[src/hw/rtl/assert_macros.svh]
// Assertion macros used by the top-level RTL file of the sync detector.
// No dependencies; include by bare file name.
`ifndef ASSERT_MACROS_SVH
`define ASSERT_MACROS_SVH

// Same-cycle implication, checked outside reset.
`define ASSERT_IMPLIES(lbl, clk, rst_n, ante, cons) \
  lbl: assert property (@(posedge clk) disable iff (!rst_n) (ante) |-> (cons)) \
    else $error("implication check failed");

// Next-cycle implication, checked outside reset.
`define ASSERT_NEXT(lbl, clk, rst_n, ante, cons) \
  lbl: assert property (@(posedge clk) disable iff (!rst_n) (ante) |=> (cons)) \
    else $error("next-cycle check failed");

`endif

[src/hw/rtl/bssd_pkg.sv]
// Types and constants for the bitstream sync detector and word packer.
// No dependencies.
package bssd_pkg;

  // Default window and dummy run length
  localparam int unsigned HEADER_WINDOW_DEF = 256;
  localparam int unsigned DUMMY_RUN_DEF     = 32;

  // Bus-width check patterns, first byte in bits 7:0
  localparam logic [63:0] PAT_PLAIN   = 64'h1122_0044_0000_00bb;
  localparam logic [63:0] PAT_SWAPPED = 64'h4400_2211_bb00_0000;

  // Sync burst: all-ones words, then the two sync words (same for both orders)
  localparam int unsigned SYNC_BURST = 10;
  localparam int unsigned FILL_BEATS = 8;
  localparam int unsigned BEAT_W     = $clog2(SYNC_BURST);
  localparam logic [31:0] SYNC_W0    = 32'h0000_00bb;
  localparam logic [31:0] SYNC_W1    = 32'h1122_0044;

  localparam logic [2:0] FULL_COUNT = 3'd4;

  typedef enum logic [1:0] {
    ST_DATA     = 2'd0,
    ST_NO_DUMMY = 2'd1,
    ST_BAD_SYNC = 2'd2,
    ST_TRUNC    = 2'd3
  } status_e;

  typedef struct packed {
    logic [7:0] in_byte;
    logic       end_of_stream;
  } in_item_t;

  typedef struct packed {
    logic [31:0] out_word;
    logic [2:0]  byte_count;
    status_e     status;
    logic        run_last;
  } out_item_t;

  // What one accepted item asks the output side to emit
  typedef struct packed {
    logic      is_sync;
    out_item_t item;
  } desc_t;

endpackage

[src/hw/rtl/bitstream_sync_detect_and_swap.sv]
// Results are registered in the current slot, or the spare slot while that is busy.
// Throughput: one item per cycle; a sync match emits a burst of 10 results, one per
// cycle while the output accepts, and input ready drops once the spare result slot
// behind that burst is full. Items that cause no result never touch the result slots.
// Reset (async, active low) clears all stream state and empties both result slots.
`include "assert_macros.svh"

module bitstream_sync_detect_and_swap import bssd_pkg::*; #(
  parameter int unsigned HEADER_WINDOW = HEADER_WINDOW_DEF,
  parameter int unsigned DUMMY_RUN     = DUMMY_RUN_DEF
) (
  input  logic      clk_i,
  input  logic      rst_ni,
  input  logic      in_valid_i,
  output logic      in_ready_o,
  input  in_item_t  in_data_i,
  output logic      out_valid_o,
  input  logic      out_ready_i,
  output out_item_t out_data_o
);

  logic  take, push, free;
  desc_t desc;
  logic  mid_burst, full_data, err_shown, err_clean;

  assign in_ready_o = free;
  assign take       = in_valid_i && free;

  bssd_core #(
    .HEADER_WINDOW(HEADER_WINDOW),
    .DUMMY_RUN    (DUMMY_RUN)
  ) u_core (
    .clk_i (clk_i),
    .rst_ni(rst_ni),
    .take_i(take),
    .item_i(in_data_i),
    .push_o(push),
    .desc_o(desc)
  );

  bssd_out u_out (
    .clk_i      (clk_i),
    .rst_ni     (rst_ni),
    .push_i     (push),
    .desc_i     (desc),
    .free_o     (free),
    .out_valid_o(out_valid_o),
    .out_ready_i(out_ready_i),
    .out_data_o (out_data_o)
  );

  // Classify the shown result for the checks below
  assign mid_burst = out_valid_o && !out_data_o.run_last;
  assign full_data = (out_data_o.status == ST_DATA) && (out_data_o.byte_count == FULL_COUNT);
  assign err_shown = out_valid_o &&
                     (out_data_o.status == ST_NO_DUMMY || out_data_o.status == ST_BAD_SYNC);
  assign err_clean = (out_data_o.byte_count == 3'd0) && (out_data_o.out_word == 32'h0) &&
                     out_data_o.run_last;

  // Spare slot is only used while the current slot is busy
  `ASSERT_IMPLIES(a_spare_behind_cur, clk_i, rst_ni, !in_ready_o, out_valid_o)
  // Only burst words come without run_last, and they are full data words
  `ASSERT_IMPLIES(a_mid_burst_data, clk_i, rst_ni, mid_burst, full_data)
  // Error results carry no bytes and end the run
  `ASSERT_IMPLIES(a_error_empty, clk_i, rst_ni, err_shown, err_clean)
  // Output valid stays up after any mid-burst result, taken or held
  `ASSERT_NEXT(a_burst_holds, clk_i, rst_ni, mid_burst, out_valid_o)

endmodule

[src/hw/rtl/bssd_core.sv]
// Stream state for the sync detector: dummy run scan, sync check, word packing.
// Depends on bssd_pkg.
module bssd_core import bssd_pkg::*; #(
  parameter int unsigned HEADER_WINDOW = HEADER_WINDOW_DEF,
  parameter int unsigned DUMMY_RUN     = DUMMY_RUN_DEF
) (
  input  logic     clk_i,
  input  logic     rst_ni,
  input  logic     take_i,
  input  in_item_t item_i,
  output logic     push_o,
  output desc_t    desc_o
);

  localparam int unsigned PosW = $clog2(HEADER_WINDOW);
  localparam int unsigned RunW = $clog2(DUMMY_RUN + 1);
  localparam logic [PosW-1:0] PosLast = PosW'(HEADER_WINDOW - 8);
  localparam logic [RunW-1:0] RunMax  = RunW'(DUMMY_RUN);

  typedef enum logic [1:0] {
    PH_SCAN  = 2'd0,
    PH_CHECK = 2'd1,
    PH_DATA  = 2'd2,
    PH_SKIP  = 2'd3
  } phase_e;

  phase_e          phase_q, phase_d;
  logic [PosW-1:0] pos_q, pos_d;
  logic [RunW-1:0] run_q, run_d;
  logic [55:0]     sync_q, sync_d;
  logic [2:0]      cnt_q, cnt_d;
  logic            swap_q, swap_d;
  logic [23:0]     grp_q, grp_d;
  logic [1:0]      fill_q, fill_d;

  logic [7:0]  b;
  logic        last;
  logic        scan_end, run_full, is_ff, scan_to_check, scan_fail;
  logic [63:0] full;
  logic [31:0] word, word_sw;
  logic        has;

  assign b        = item_i.in_byte;
  assign last     = item_i.end_of_stream;
  assign scan_end = (pos_q >= PosLast);
  assign run_full = (run_q == RunMax);
  assign is_ff    = (b == 8'hff);
  assign full     = {b, sync_q};
  assign word     = {b, grp_q};
  assign word_sw  = {word[7:0], word[15:8], word[23:16], word[31:24]};

  // Scan outcome for this byte
  assign scan_to_check = scan_end ? run_full : (!is_ff && run_full);
  assign scan_fail     = scan_end && !run_full;

  // Next state and the result descriptor
  always_comb begin
    phase_d = phase_q;
    pos_d   = pos_q;
    run_d   = run_q;
    sync_d  = sync_q;
    cnt_d   = cnt_q;
    swap_d  = swap_q;
    grp_d   = grp_q;
    fill_d  = fill_q;
    has     = 1'b0;
    desc_o  = '0;
    desc_o.item.status = ST_DATA;

    unique case (phase_q)
      PH_SCAN: begin
        pos_d = pos_q + 1'b1;
        if (scan_end) begin
          phase_d = run_full ? PH_CHECK : PH_SKIP;
        end else if (is_ff) begin
          if (!run_full) run_d = run_q + 1'b1;
        end else if (run_full) begin
          phase_d = PH_CHECK;
        end else begin
          run_d = '0;
        end
        if (scan_fail) begin
          has = 1'b1;
          desc_o.item.status   = ST_NO_DUMMY;
          desc_o.item.run_last = 1'b1;
        end else if (scan_to_check) begin
          sync_d = {b, 48'h0};
          cnt_d  = 3'd1;
          if (last) begin
            has = 1'b1;
            desc_o.item.status   = ST_BAD_SYNC;
            desc_o.item.run_last = 1'b1;
          end
        end else if (last) begin
          has = 1'b1;
          desc_o.item.status   = ST_NO_DUMMY;
          desc_o.item.run_last = 1'b1;
        end
      end
      PH_CHECK: begin
        sync_d = {b, sync_q[55:8]};
        cnt_d  = cnt_q + 1'b1;
        if (cnt_q == 3'd7) begin
          has = 1'b1;
          if (full == PAT_PLAIN || full == PAT_SWAPPED) begin
            desc_o.is_sync = 1'b1;
            phase_d = PH_DATA;
            swap_d  = (full == PAT_SWAPPED);
            grp_d   = '0;
            fill_d  = '0;
          end else begin
            desc_o.item.status   = ST_BAD_SYNC;
            desc_o.item.run_last = 1'b1;
            phase_d = PH_SKIP;
          end
        end else if (last) begin
          has = 1'b1;
          desc_o.item.status   = ST_BAD_SYNC;
          desc_o.item.run_last = 1'b1;
        end
      end
      PH_DATA: begin
        if (fill_q == 2'd3) begin
          has = 1'b1;
          desc_o.item.out_word   = swap_q ? word_sw : word;
          desc_o.item.byte_count = FULL_COUNT;
          desc_o.item.run_last   = 1'b1;
          grp_d  = '0;
          fill_d = '0;
        end else begin
          case (fill_q)
            2'd0:    grp_d[7:0]   = b;
            2'd1:    grp_d[15:8]  = b;
            default: grp_d[23:16] = b;
          endcase
          fill_d = fill_q + 1'b1;
          if (last) begin
            has = 1'b1;
            desc_o.item.out_word   = {8'h00, grp_d};
            desc_o.item.byte_count = {1'b0, fill_q} + 3'd1;
            desc_o.item.status     = ST_TRUNC;
            desc_o.item.run_last   = 1'b1;
          end
        end
      end
      default: begin
      end
    endcase

    // Return to the start after the last byte of a stream
    if (last) begin
      phase_d = PH_SCAN;
      pos_d   = '0;
      run_d   = '0;
      sync_d  = '0;
      cnt_d   = '0;
      swap_d  = 1'b0;
      grp_d   = '0;
      fill_d  = '0;
    end
  end

  assign push_o = take_i && has;

  // Hold stream state, advance on each accepted item
  always_ff @(posedge clk_i or negedge rst_ni) begin
    if (!rst_ni) begin
      phase_q <= PH_SCAN;
      pos_q   <= '0;
      run_q   <= '0;
      sync_q  <= '0;
      cnt_q   <= '0;
      swap_q  <= 1'b0;
      grp_q   <= '0;
      fill_q  <= '0;
    end else if (take_i) begin
      phase_q <= phase_d;
      pos_q   <= pos_d;
      run_q   <= run_d;
      sync_q  <= sync_d;
      cnt_q   <= cnt_d;
      swap_q  <= swap_d;
      grp_q   <= grp_d;
      fill_q  <= fill_d;
    end
  end

endmodule

[src/hw/rtl/bssd_out.sv]
// Result register with one spare slot; expands a sync descriptor into its burst.
// Depends on bssd_pkg.
module bssd_out import bssd_pkg::*; (
  input  logic      clk_i,
  input  logic      rst_ni,
  input  logic      push_i,
  input  desc_t     desc_i,
  output logic      free_o,
  output logic      out_valid_o,
  input  logic      out_ready_i,
  output out_item_t out_data_o
);

  localparam logic [BEAT_W-1:0] BeatLast = BEAT_W'(SYNC_BURST - 1);
  localparam logic [BEAT_W-1:0] BeatW0   = BEAT_W'(FILL_BEATS);

  logic              cur_valid_q, pend_valid_q;
  desc_t             cur_q, pend_q;
  logic [BEAT_W-1:0] beat_q;
  logic              fire, cur_done, slot_free;

  assign fire      = cur_valid_q && out_ready_i;
  assign cur_done  = fire && (!cur_q.is_sync || beat_q == BeatLast);
  assign slot_free = !cur_valid_q || cur_done;
  assign free_o    = !pend_valid_q;

  // Build the shown result from the current descriptor
  always_comb begin
    out_data_o = cur_q.item;
    if (cur_q.is_sync) begin
      out_data_o.byte_count = FULL_COUNT;
      out_data_o.status     = ST_DATA;
      out_data_o.run_last   = (beat_q == BeatLast);
      if (beat_q < BeatW0) begin
        out_data_o.out_word = '1;
      end else if (beat_q == BeatW0) begin
        out_data_o.out_word = SYNC_W0;
      end else begin
        out_data_o.out_word = SYNC_W1;
      end
    end
  end

  assign out_valid_o = cur_valid_q;

  // Advance beats, refill current slot from the spare slot or the new item
  always_ff @(posedge clk_i or negedge rst_ni) begin
    if (!rst_ni) begin
      cur_valid_q  <= 1'b0;
      pend_valid_q <= 1'b0;
      beat_q       <= '0;
    end else if (slot_free) begin
      beat_q <= '0;
      if (pend_valid_q) begin
        cur_valid_q  <= 1'b1;
        pend_valid_q <= push_i;
      end else begin
        cur_valid_q <= push_i;
      end
    end else begin
      if (fire) beat_q <= beat_q + 1'b1;
      if (push_i) pend_valid_q <= 1'b1;
    end
  end

  // Payload slots
  always_ff @(posedge clk_i) begin
    if (slot_free) begin
      if (pend_valid_q) begin
        cur_q <= pend_q;
        if (push_i) pend_q <= desc_i;
      end else if (push_i) begin
        cur_q <= desc_i;
      end
    end else if (push_i) begin
      pend_q <= desc_i;
    end
  end

endmodule

[config.mk]
export PLATFORM = sky130hd
export DESIGN_NAME = bitstream_sync_detect_and_swap
export DESIGN_NICKNAME = d
export VERILOG_FILES = /design/src/hw/rtl/bssd_pkg.sv /design/src/hw/rtl/bitstream_sync_detect_and_swap.sv /design/src/hw/rtl/bssd_core.sv /design/src/hw/rtl/bssd_out.sv
export VERILOG_INCLUDE_DIRS = /design/src /design/src/hw/rtl
export SDC_FILE = /design/constraint.sdc
export NUM_CORES = 1
export LEC_CHECK = 0
export BUFFER_PORTS_ARGS = -buffer_cell sky130_fd_sc_hd__buf_2
export CAP_MARGIN = 5
export CORE_AREA = 2 2 177 179
export CTS_CLUSTER_DIAMETER = 80
export DETAILED_ROUTE_END_ITERATION = 10
export DIE_AREA = 0 0 179 181
export PLACE_DENSITY = 0.45
export SETUP_SLACK_MARGIN = 0.1
export SLEW_MARGIN = 25
export SYNTH_ARGS = -nofsm -noshare
export SYNTH_HDL_FRONTEND = slang
export SYNTH_SLANG_ARGS = --single-unit
[constraint.sdc]
create_clock -name clk_i -period 13.78 [get_ports clk_i]
set_clock_uncertainty 0.2 [all_clocks]
set_input_delay 2.756 -clock clk_i [delete_from_list [all_inputs] [get_ports clk_i]]
set_output_delay 2.756 -clock clk_i [all_outputs]
set_load 0.02 [all_outputs]
==> results of run 1 <==
## worst register-to-register path, delay by kind of cell (launching register included)
kind                   cells  cell delay (ns)
and+or+nand+nor            4             0.94
buffers and inverters      3             0.92
DFF                        1             0.61
AOI/OAI and AO/OA          1             0.18
## cell type report
type | count | area [um2] | area share, %
sequential | 186 | 5050 | 48.7
clock buffer | 17 | 425 | 4.11
tap | 396 | 495 | 4.78
inverter | 46 | 173 | 1.67
clock inverter | 15 | 186 | 1.80
multi-input combinational | 561 | 3660 | 35.3
timing repair buffer | 62 | 377 | 3.63
## flip-flops by register name, summed over array words and instances, names as in the netlist
name / cells
u_core.sync_q: 56
u_out.cur_q: 39
u_out.pend_q: 39
u_core.grp_q: 24
u_core.pos_q: 8
u_core.run_q: 6
u_out.beat_q: 4
u_core.cnt_q: 3
u_core.fill_q: 2
u_core.phase_q: 2
u_core.swap_q: 1
u_out.out_valid_o: 1
u_out.pend_valid_q: 1
## metrics by stage
step | setup slack [ns] | hold slack, ns | power (mW) | cells
after floorplan | 6.89 | 0.239 | 1.14 | 849
after global placement | 8.48 | 0.269 | 1.29 | 1248
after detailed placement | 8.31 | 0.281 | 1.30 | 1250
after CTS | 7.84 | 0.290 | 1.81 | 1282
after global routing | 8.34 | 0.320 | 1.91 | 1283
final | 8.56 | 0.289 | 1.79 | 1283
## report_power, final
group	switching [mW]	total (mW)	internal, mW
Sequential	0.0653	0.769	0.704
Clock	0.254	0.503	0.248
Combinational	0.339	0.517	0.178
## layer usage
| layer | GRT usage [%] | up-vias |
|---|---|---|
| li1 | - | 3090 |
| met1 | 20.4 | 3002 |
| met2 | 19.6 | 87 |
| met3 | 2.59 | 13 |
| met4 | 3.28 | 0 |
| met5 | 0 | - |
## worst max path at each step
stage                                from  slack, ns        endpoint
after global routing      u_out.cur_q[38]       8.34  out_data_o[13]
after CTS                 u_out.cur_q[38]       7.84  out_data_o[13]
after floorplan              in_data_i[0]       6.89  u_out.cur_q[0]
after detailed placement  u_out.cur_q[38]       8.31  out_data_o[13]
after global placement    u_out.cur_q[38]       8.48  out_data_o[13]
final                     u_out.cur_q[38]       8.56  out_data_o[13]
## logic make-up after synthesis
logic type / count (synthesis) / share of synthesized area (%)
xor gates and xnor gates: 4 / 0.386
AOI/OAI and AO/OA: 206 / 14.9
adders and majority gates: 16 / 2.21
muxes: 66 / 7.62
and+or+nand+nor: 269 / 14.8
DFF: 186 / 55.6
buffers and inverters: 102 / 4.47
## layout by cell type, fill, tap and decap left out, types with 3 or more instances in the layout
cell type,Yosys,final
a22o_1,33,33
buf_4,1,7
edfxtp_1,78,78
nand2b_1,11,11
clkinv_8,0,6
o31ai_1,16,16
xor2_1,4,4
o211ai_4,3,3
ha_1,16,16
or2_2,3,3
nor3_1,4,3
nand3_1,11,11
nor4_1,7,7
nor4b_1,3,3
and2_1,4,4
inv_6,0,7
mux2i_1,41,41
o22ai_1,17,17
nor2_1,33,32
nand2_1,142,142
buf_2,15,51
nand4_1,13,13
inv_1,45,45
and4b_1,5,5
o21a_1,7,7
o21ai_0,108,108
nor4_2,5,5
clkbuf_16,0,17
nor2b_1,12,10
a21oi_1,5,5
dfrtp_1,108,107
or3_1,3,3
mux2_2,25,25
a211oi_1,3,3
==> metrics.txt, run 1 <==
post-route ant nets 0; Worst R2R Start u_out.pend_valid_q; cts repair resizes 0; CTS Buf Count 17; Util after Layout 34.1%; Final Slew Violations 0; Mean Syn Cell Area 10.7 um2; TNS Setup 0 ns; Via Count 6192; type of the worst setup path flip-flop to output port; Max Fclk 192 MHz; slowest CP cell edfxtp_1; Top delay family on crit path simple AND/OR/NAND/NOR gates; kind of launch point of the worst setup path flip-flop; initial antenna violation count 0; Die Wd 179 um; post-synthesis sequential area ratio 55.6%; Hold Path Origin u_core.run_q[5]; Cell variety after synth 56; H-tree Lvls 4; top post-synthesis cells by count 142 x nand2_1, 108 x dfrtp_1, 108 x o21ai_0; clock root cell clkbuf_16; min cycle time layout 5.22 ns; Layout area overhead 14.2%; EDFF count, synth 78; cell count after synthesis 849; crit path buf inv count 1; IO Pins 53; Setup crit end kind output port; endpoint of the worst hold path u_core.run_q[5]; Worst Reg2Reg Path Length in Cells 8; Setup Buffers After CTS 0; max layer used met4; FP Rows 64; fraction of registers with async set/reset 58.1%; final WL 21.0 mm; worst-margin pin slew 0.804 ns; placed cell areas 9730 um2; Worst R2R Setup Slack 10.54 ns; IO Port Bufs 52; DRC 0; HPWL Detailed 14.2 mm; leading cell types by total area after synthesis dfrtp_1 30%, edfxtp_1 26%, o21ai_0 6.0%; Worst path depth 4; Final Setup Violations 0; Worst VDD drop 0.0942 mV; Max-slew headroom 46.4%; # diodes 0; Pleak 4.02 nW; metal2 WL 9.33 mm; WL/cell 16.3 um; RR Endpoint u_out.cur_q[16]; DR WL met3 587 um; max incr delay on CP 0.70 ns; Sink Count 186; PD cells 173 nW/um2; total core area 30300 um2; Die Area 32400 um2; RD Place Congestion 0.720; status complete, no violations; share of cells above drive strength 1 16.5%; largest net degree at the start of global routing 119; drt first pass iters 4; DRT met1 WL 10.8 mm; GRT Overall Usage 13.5%; Tcrit/Tclk final 37.9%; synthesized area 9070 um2; ys flop type dfrtp_1; Hold Fails Final Rpt 0; fin nets 903; initial core utilization 29.9%; Hold Buf Count CTS 0; initial drt markers 438; Mapped Nets 878; Critical Path RT 10.82 ns; setup repair after global routing missed its margin false; synth warn 0; vias in the first global route 5880; number of max-cap violations 0; CTS tree yes; Layout fillers 3106; first-pass GRT wire length 34.3 mm; hold path depth 1; die height 181 um; Finished Cell Area 10400 um2; top-count cell post-synth nand2_1; Max Root-Sink Buffers 2; dominant cell type by area after synthesis dfrtp_1; total grt overflow 0; Synth top area share 29.8%; worst skew pair latency 0.43 ns; Via density 4.83; Worst-path clk slew 0.08 ns; critical path arrival 2.27 ns; Max FO, Critical Path 21; HP Class flip-flop to flip-flop; Cell Chain, Critical Path nand2b_1 > and2_1 > o21ai_0 > buf_2; post-synthesis register bit count 186
Note: power is estimated with default switching activity, not from simulation.
==> run 2: changes to the inputs <==
==> constraint.sdc (replaced) <==
create_clock -name clk_i -period 5.1 [get_ports clk_i]
set_clock_uncertainty 0.2 [all_clocks]
set_input_delay 1.02 -clock clk_i [delete_from_list [all_inputs] [get_ports clk_i]]
set_output_delay 1.02 -clock clk_i [all_outputs]
set_load 0.02 [all_outputs]
==> run 2 against run 1 <==
- largest cell class unchanged
- cell count up 0.16%
- sequential cell count is the same
- sequential power grew to 2.7 times the previous value
- die area did not move
- combinational power increased to 2.7 times the previous value
- non-clock buffer count up 2
- critical path depth increased by 1
- core utilization down 0.13 points
- global-route usage rose by 0.53 points
- register-to-register slack got worse by 8.9 ns
- count of clock-buffer cells in the layout unchanged
- sequential share of layout area rose by 0.18 points
- critical endpoint is now out_data_o[9]
==> metrics.txt, run 2 (synthesis results as in run 1) <==
Pleak 4.02 nW (about the same); DRC 0 (unchanged); first-pass GRT wire length 35.3 mm (+3.1%); clock root cell clkbuf_16; RD Place Congestion 0.748 (+4.0%); fin nets 905 (+0.22%); min cycle time layout 3.48 ns; endpoint of the worst hold path u_core.run_q[5]; PD cells 468 nW/um2 (+170%); Sw Share 36.3% (-0.51 points); Max Root-Sink Buffers 2 (unchanged); Cell Int Power 3.08 mW (+170%); Max Fclk 288 MHz; Biggest register u_core.sync_q; type of the worst setup path flip-flop to output port; combinational power share 29.2% (+0.3 points); worst-margin pin slew 0.975 ns (+0.170 ns); die height 181 um (unchanged); share of cells above drive strength 1 16.4% (-0.037 points); critical path arrival 2.26 ns (about the same); Hold Path Origin u_core.run_q[5]; most frequent cells in the layout 142 x nand2_1, 108 x o21ai_0, 108 x dfrtp_1; Die Wd 179 um (unchanged); Setup crit end kind output port; HPWL Detailed 14.5 mm (+2.5%); kind of launch point of the worst setup path flip-flop; CTS Buf Count 17 (unchanged); status complete, no violations; total grt overflow 0 (unchanged); commonest non-fill, non-tap cell in the layout nand2_1; # placed instances 1253 (+0.24%); number of max-cap violations 0 (unchanged); Clock Power Share 28.0% (about the same); Max FO, Critical Path 43 (+100%); RR Endpoint u_out.pend_q[9]; CTS tree yes; initial antenna violation count 0 (unchanged); Largest regs u_core.sync_q (56), u_out.cur_q (39), u_out.pend_q (39); Hold Fails Final Rpt 0 (unchanged); Via Count 6192 (unchanged); cts repair resizes 0 (unchanged); Worst R2R Setup Slack 1.68 ns (-8.86 ns); Layout area overhead 13.7%; initial drt markers 427 (-2.5%); Max-slew headroom 35.0% (-11 points); Final Slew Violations 0 (unchanged); TNS Setup 0 ns (unchanged); post-route ant nets 0 (unchanged); FP Rows 64 (unchanged); Die Area 32400 um2 (unchanged); IO Pins 53 (unchanged); Setup Buffers After CTS 0 (unchanged); H-tree Lvls 4 (unchanged); number of flip-flops in the largest register 56 (unchanged); Via density 4.82 (-0.16%); P_sw 1.75 mW (+170%); IO Port Bufs 52 (unchanged); drt first pass iters 5 (+1); initial core utilization 29.9% (unchanged); # diodes 0 (unchanged); Finished Cell Area 10300 um2 (-0.39%); Seq pwr share 42.8% (-0.2 points); Worst-path clk slew 0.07 ns (about the same); Worst VDD drop 0.201 mV (+110%); Finished Layout Cells 1285 (+0.16%); total core area 30300 um2 (unchanged); final WL 21.7 mm (+3.7%); WL/cell 16.9 um (+3.6%); worst skew pair latency 0.43 ns (about the same); Sink Count 186 (unchanged); HP Class flip-flop to flip-flop; hold path depth 1 (unchanged); Worst Reg2Reg Path Length in Cells 7 (-1); total power 4.83 mW (+170%); setup repair after global routing missed its margin false; Layout fillers 3036 (-2.3%); placed cell areas 9730 um2 (about the same); vias in the first global route 6067 (+3.2%); largest net degree at the start of global routing 119 (unchanged); GRT Overall Usage 14.0% (+0.53 points); Final Setup Violations 0 (unchanged); Critical Path RT 3.88 ns (-6.94 ns); Tcrit/Tclk final 68.1%; Hold Buf Count CTS 0 (unchanged); Worst R2R Start u_out.pend_valid_q
-- run 2: metal layers --
layer	up-vias	global-route usage (%)	share of wire, %
li1	3083	-	-
met1	3013	20.6	52
met2	84	21.5	45
met3	12	2.25	2.5
met4	0	3.22	0.82
met5	-	0	0
-- run 2: power by group through the flow --
stage          clock network (mW)  registers [mW]  logic [mW]
3_5_place_dp                    0            2.10        1.44
3_3_place_gp                    0            2.10        1.44
2_1_floorplan                   0            2.04        1.04
5_1_grt                      1.45            2.11        1.58
6_report                     1.35            2.07        1.41
4_1_cts                      1.38            2.07        1.45
-- run 2: through the flow --
| stage | hold slack (ns) | utilization (%) | setup slack (ns) |
|---|---|---|---|
| after floorplan | 0.239 | - | 1.13 |
| after global placement | 0.259 | 32.1 | 1.59 |
| after detailed placement | 0.270 | 32.1 | 1.56 |
| after CTS | 0.275 | 34.0 | 1.54 |
| after global routing | 0.301 | 34.0 | 1.31 |
| final | 0.274 | 34.0 | 1.62 |
-- run 2: cell type report --
class / instances / area, um2 / share of cell area [%]
inverters: 46 / 173 / 1.67
well taps: 396 / 495 / 4.80
multi-input cells: 561 / 3660 / 35.5
flip-flops and latches: 186 / 5040 / 48.9
clock buffers: 17 / 425 / 4.12
clock inverters: 15 / 168 / 1.62
repair buffers: 64 / 353 / 3.42
-- run 2: worst max-delay path: stages, from the launching register on --
cell	delay [ns]
edfxtp_1	0.32
buf_4	0.35
nand2b_1	0.49
and2_1	0.37
o21ai_0	0.09
buf_2	0.19
-- run 2: worst max-delay path by stage --
stage | start | to | slack [ns] | cells after the start
3_3_place_gp | u_out.pend_valid_q | u_out.pend_q[14] | 1.59 | 7
2_1_floorplan | in_data_i[0] | u_out.cur_q[0] | 1.13 | 5
6_report | u_out.cur_q[38] | out_data_o[9] | 1.62 | 5
3_5_place_dp | in_data_i[0] | u_out.cur_q[11] | 1.56 | 6
5_1_grt | u_out.pend_valid_q | u_out.pend_q[13] | 1.31 | 7
4_1_cts | u_out.cur_q[38] | out_data_o[11] | 1.54 | 5
==> run 3: changes to the inputs <==
==> constraint.sdc (replaced) <==
create_clock -name clk_i -period 3.6 [get_ports clk_i]
set_clock_uncertainty 0.2 [all_clocks]
set_input_delay 0.72 -clock clk_i [delete_from_list [all_inputs] [get_ports clk_i]]
set_output_delay 0.72 -clock clk_i [all_outputs]
set_load 0.02 [all_outputs]
==> run 3 against run 2 <==
- clock power grew 40%
- critical path depth grew 1
- wire length shrank 1.3%
- register-to-register slack lost 0.94 ns
- non-clock buffer count grew 7
- via count shrank 1.0%
- combinational power grew 48%
- sequential power grew 40%
- worst hold slack lost 0.13 ns
- core utilization grew 0.40 points
- sequential cell count is the same
- sequential share of layout area shrank 0.57 points
- critical endpoint unchanged
- largest power group unchanged
==> metrics.txt, run 3 (synthesis results as in run 1) <==
kind of launch point of the worst setup path flip-flop; combinational power share 30.4% (+1.2 points); HPWL Detailed 14.3 mm (-1.1%); RD Place Congestion 0.741 (-0.95%); initial core utilization 29.9% (unchanged); Top delay family on crit path simple AND/OR/NAND/NOR gates; min cycle time layout 2.91 ns; cts repair resizes 0 (unchanged); H-tree Lvls 4 (unchanged); FP Rows 64 (unchanged); worst skew pair latency 0.44 ns (about the same); Final Setup Violations 0 (unchanged); worst-margin pin slew 0.801 ns (-0.174 ns); largest net degree at the start of global routing 119 (unchanged); Global Route met3 Usage 2.44% (+0.19 points); Die Wd 179 um (unchanged); GR met1 Demand/Resource 20.7% (+0.10 points); DRC 0 (unchanged); P_sw 2.53 mW (+44%); Place WS 0.649 ns (-0.915 ns); share of cells above drive strength 1 17.1% (+0.65 points); TNS Setup 0 ns (unchanged); Via density 4.74 (-1.6%); Via Count 6128 (-1.0%); Sink Count 186 (unchanged); Hold Buf Count CTS 0 (unchanged); Max Root-Sink Buffers 2 (unchanged); initial drt markers 412 (-3.5%); Most Crowded Layer GR met1; CTS Buf Count 17 (unchanged); slowest CP cell dfrtp_1; vias in the first global route 6113 (+0.76%); post-route ant nets 0 (unchanged); WL/cell 16.6 um (-1.8%); IO Port Bufs 52 (unchanged); Worst-path clk slew 0.08 ns (about the same); clock root cell clkbuf_16; first-pass GRT wire length 34.9 mm (-1.3%); Setup crit end kind output port; crit path buf inv count 2 (unchanged); Pleak 4.06 nW (+1.0%); Cell Chain, Critical Path inv_1 > ha_1 > nand3_1 > and2_1 > o21ai_0 > buf_2; setup repair after global routing missed its margin false; Setup Buffers After CTS 0 (unchanged); Tcrit/Tclk final 80.9%; number of flip-flops in the largest register 56 (unchanged); HP Class input port to async pin; Max FO, Critical Path 7 (-84%); Util after Layout 34.4% (+0.40 points); drt first pass iters 5 (unchanged); max incr delay on CP 0.44 ns (-0.05 ns); Cell Int Power 4.35 mW (+41%); Final Slew Violations 0 (unchanged); Critical Path RT 2.68 ns (-1.20 ns); critical path arrival 1.99 ns (-0.27 ns); initial antenna violation count 0 (unchanged); IO Pins 53 (unchanged); Clock Power Share 27.5% (-0.5 points); Layout fillers 3072 (+1.2%); Biggest register u_core.sync_q; Seq pwr share 42.1% (-0.7 points); type of the worst setup path flip-flop to output port; CTS tree yes; PD cells 659 nW/um2 (+41%); Worst VDD drop 0.283 mV (+41%); Sw Share 36.8% (+0.45 points); number of max-cap violations 0 (unchanged); total core area 30300 um2 (unchanged); most frequent cells in the layout 142 x nand2_1, 108 x o21ai_0, 108 x dfrtp_1; die height 181 um (unchanged); Max-slew headroom 46.6% (+12 points); final WL 21.5 mm (-1.3%); status complete, no violations; Layout area overhead 15.1%; Die Area 32400 um2 (unchanged); fin nets 912 (+0.77%); total grt overflow 0 (unchanged); GRT Overall Usage 13.7% (-0.27 points); Hold Fails Final Rpt 0 (unchanged); Max Fclk 343 MHz; commonest non-fill, non-tap cell in the layout nand2_1; # diodes 0 (unchanged); met2 Track Usage GR 20.4% (-1.1 points); Largest regs u_core.sync_q (56), u_out.cur_q (39), u_out.pend_q (39); setup ws final 0.689 ns (-0.936 ns)
-- run 3: cell count changes in the layout (fill, tap and decap cells not counted) --
cell / change
inv_6: +2
bufinv_16: -1
buf_4: +2
clkinv_8: +4
inv_12: +1
inv_8: -6
clkinv_2: -2
buf_12: +5
clkinvlp_4: +2
-- run 3: path summary, 6_finish.rpt --
| check | from | to | slack (ns) | cells after the start |
|---|---|---|---|---|
| worst max register to register | u_core.run_q[0] | u_out.cur_q[24] | 0.74 | 10 |
| worst min register to register | u_core.cnt_q[2] | u_core.cnt_q[2] | 0.29 | 2 |
| worst max-delay path | u_out.beat_q[0] | out_data_o[9] | 0.69 | 6 |
| worst min-delay path | rst_ni | u_core.sync_q[36] | 0.14 | 1 |
| max in group asynchronous | rst_ni | u_core.grp_q[0] | 2.28 | 2 |
| min in group clk_i | u_core.cnt_q[2] | u_core.cnt_q[2] | 0.29 | 2 |
-- run 3: worst reg2reg max path: cells and delay by family (launching register included) --
kind / cells / cell delay (ns)
buf+inv: 3 / 0.45
simple gates: 3 / 0.72
compound gates: 3 / 0.64
fa+ha+maj: 1 / 0.15
flops: 1 / 0.44
-- run 3: layer usage --
metal,wire length (um),up-vias
met5,0,-
met4,84,0
met3,568,4
met2,9580,73
met1,11200,2955
li1,-,3096
-- run 3: power by group through the flow --
stage                     clock network (mW)  registers (mW)  logic [mW]
final                                   1.89            2.90        2.09
after global routing                    2.03            2.95        2.35
after CTS                               1.96            2.90        2.15
after detailed placement                   0            2.94        2.14
after global placement                     0            2.94        2.13
after floorplan                            0            2.89        1.49
-- run 3: cell type report --
| class | instances | area, um2 | share of cell area [%] |
|---|---|---|---|
| sequential | 186 | 5040 | 48.3 |
| multi-input combinational | 561 | 3660 | 35.1 |
| tap | 396 | 495 | 4.74 |
| timing repair buffer | 71 | 468 | 4.48 |
| clock buffer | 17 | 425 | 4.07 |
| clock inverter | 15 | 174 | 1.67 |
| inverter | 46 | 173 | 1.65 |
-- run 3: metrics by stage --
| stage | power, mW | hold WS, ns | cells | area (um2) |
|---|---|---|---|---|
| after detailed placement | 5.08 | 0.279 | 1260 | 9840 |
| final | 6.88 | 0.145 | 1292 | 10400 |
| after CTS | 7.00 | 0.177 | 1292 | 10400 |
| after global routing | 7.32 | 0.215 | 1292 | 10400 |
| after global placement | 5.07 | 0.267 | 1260 | 9840 |
| after floorplan | 4.38 | 0.224 | 849 | 9090 |
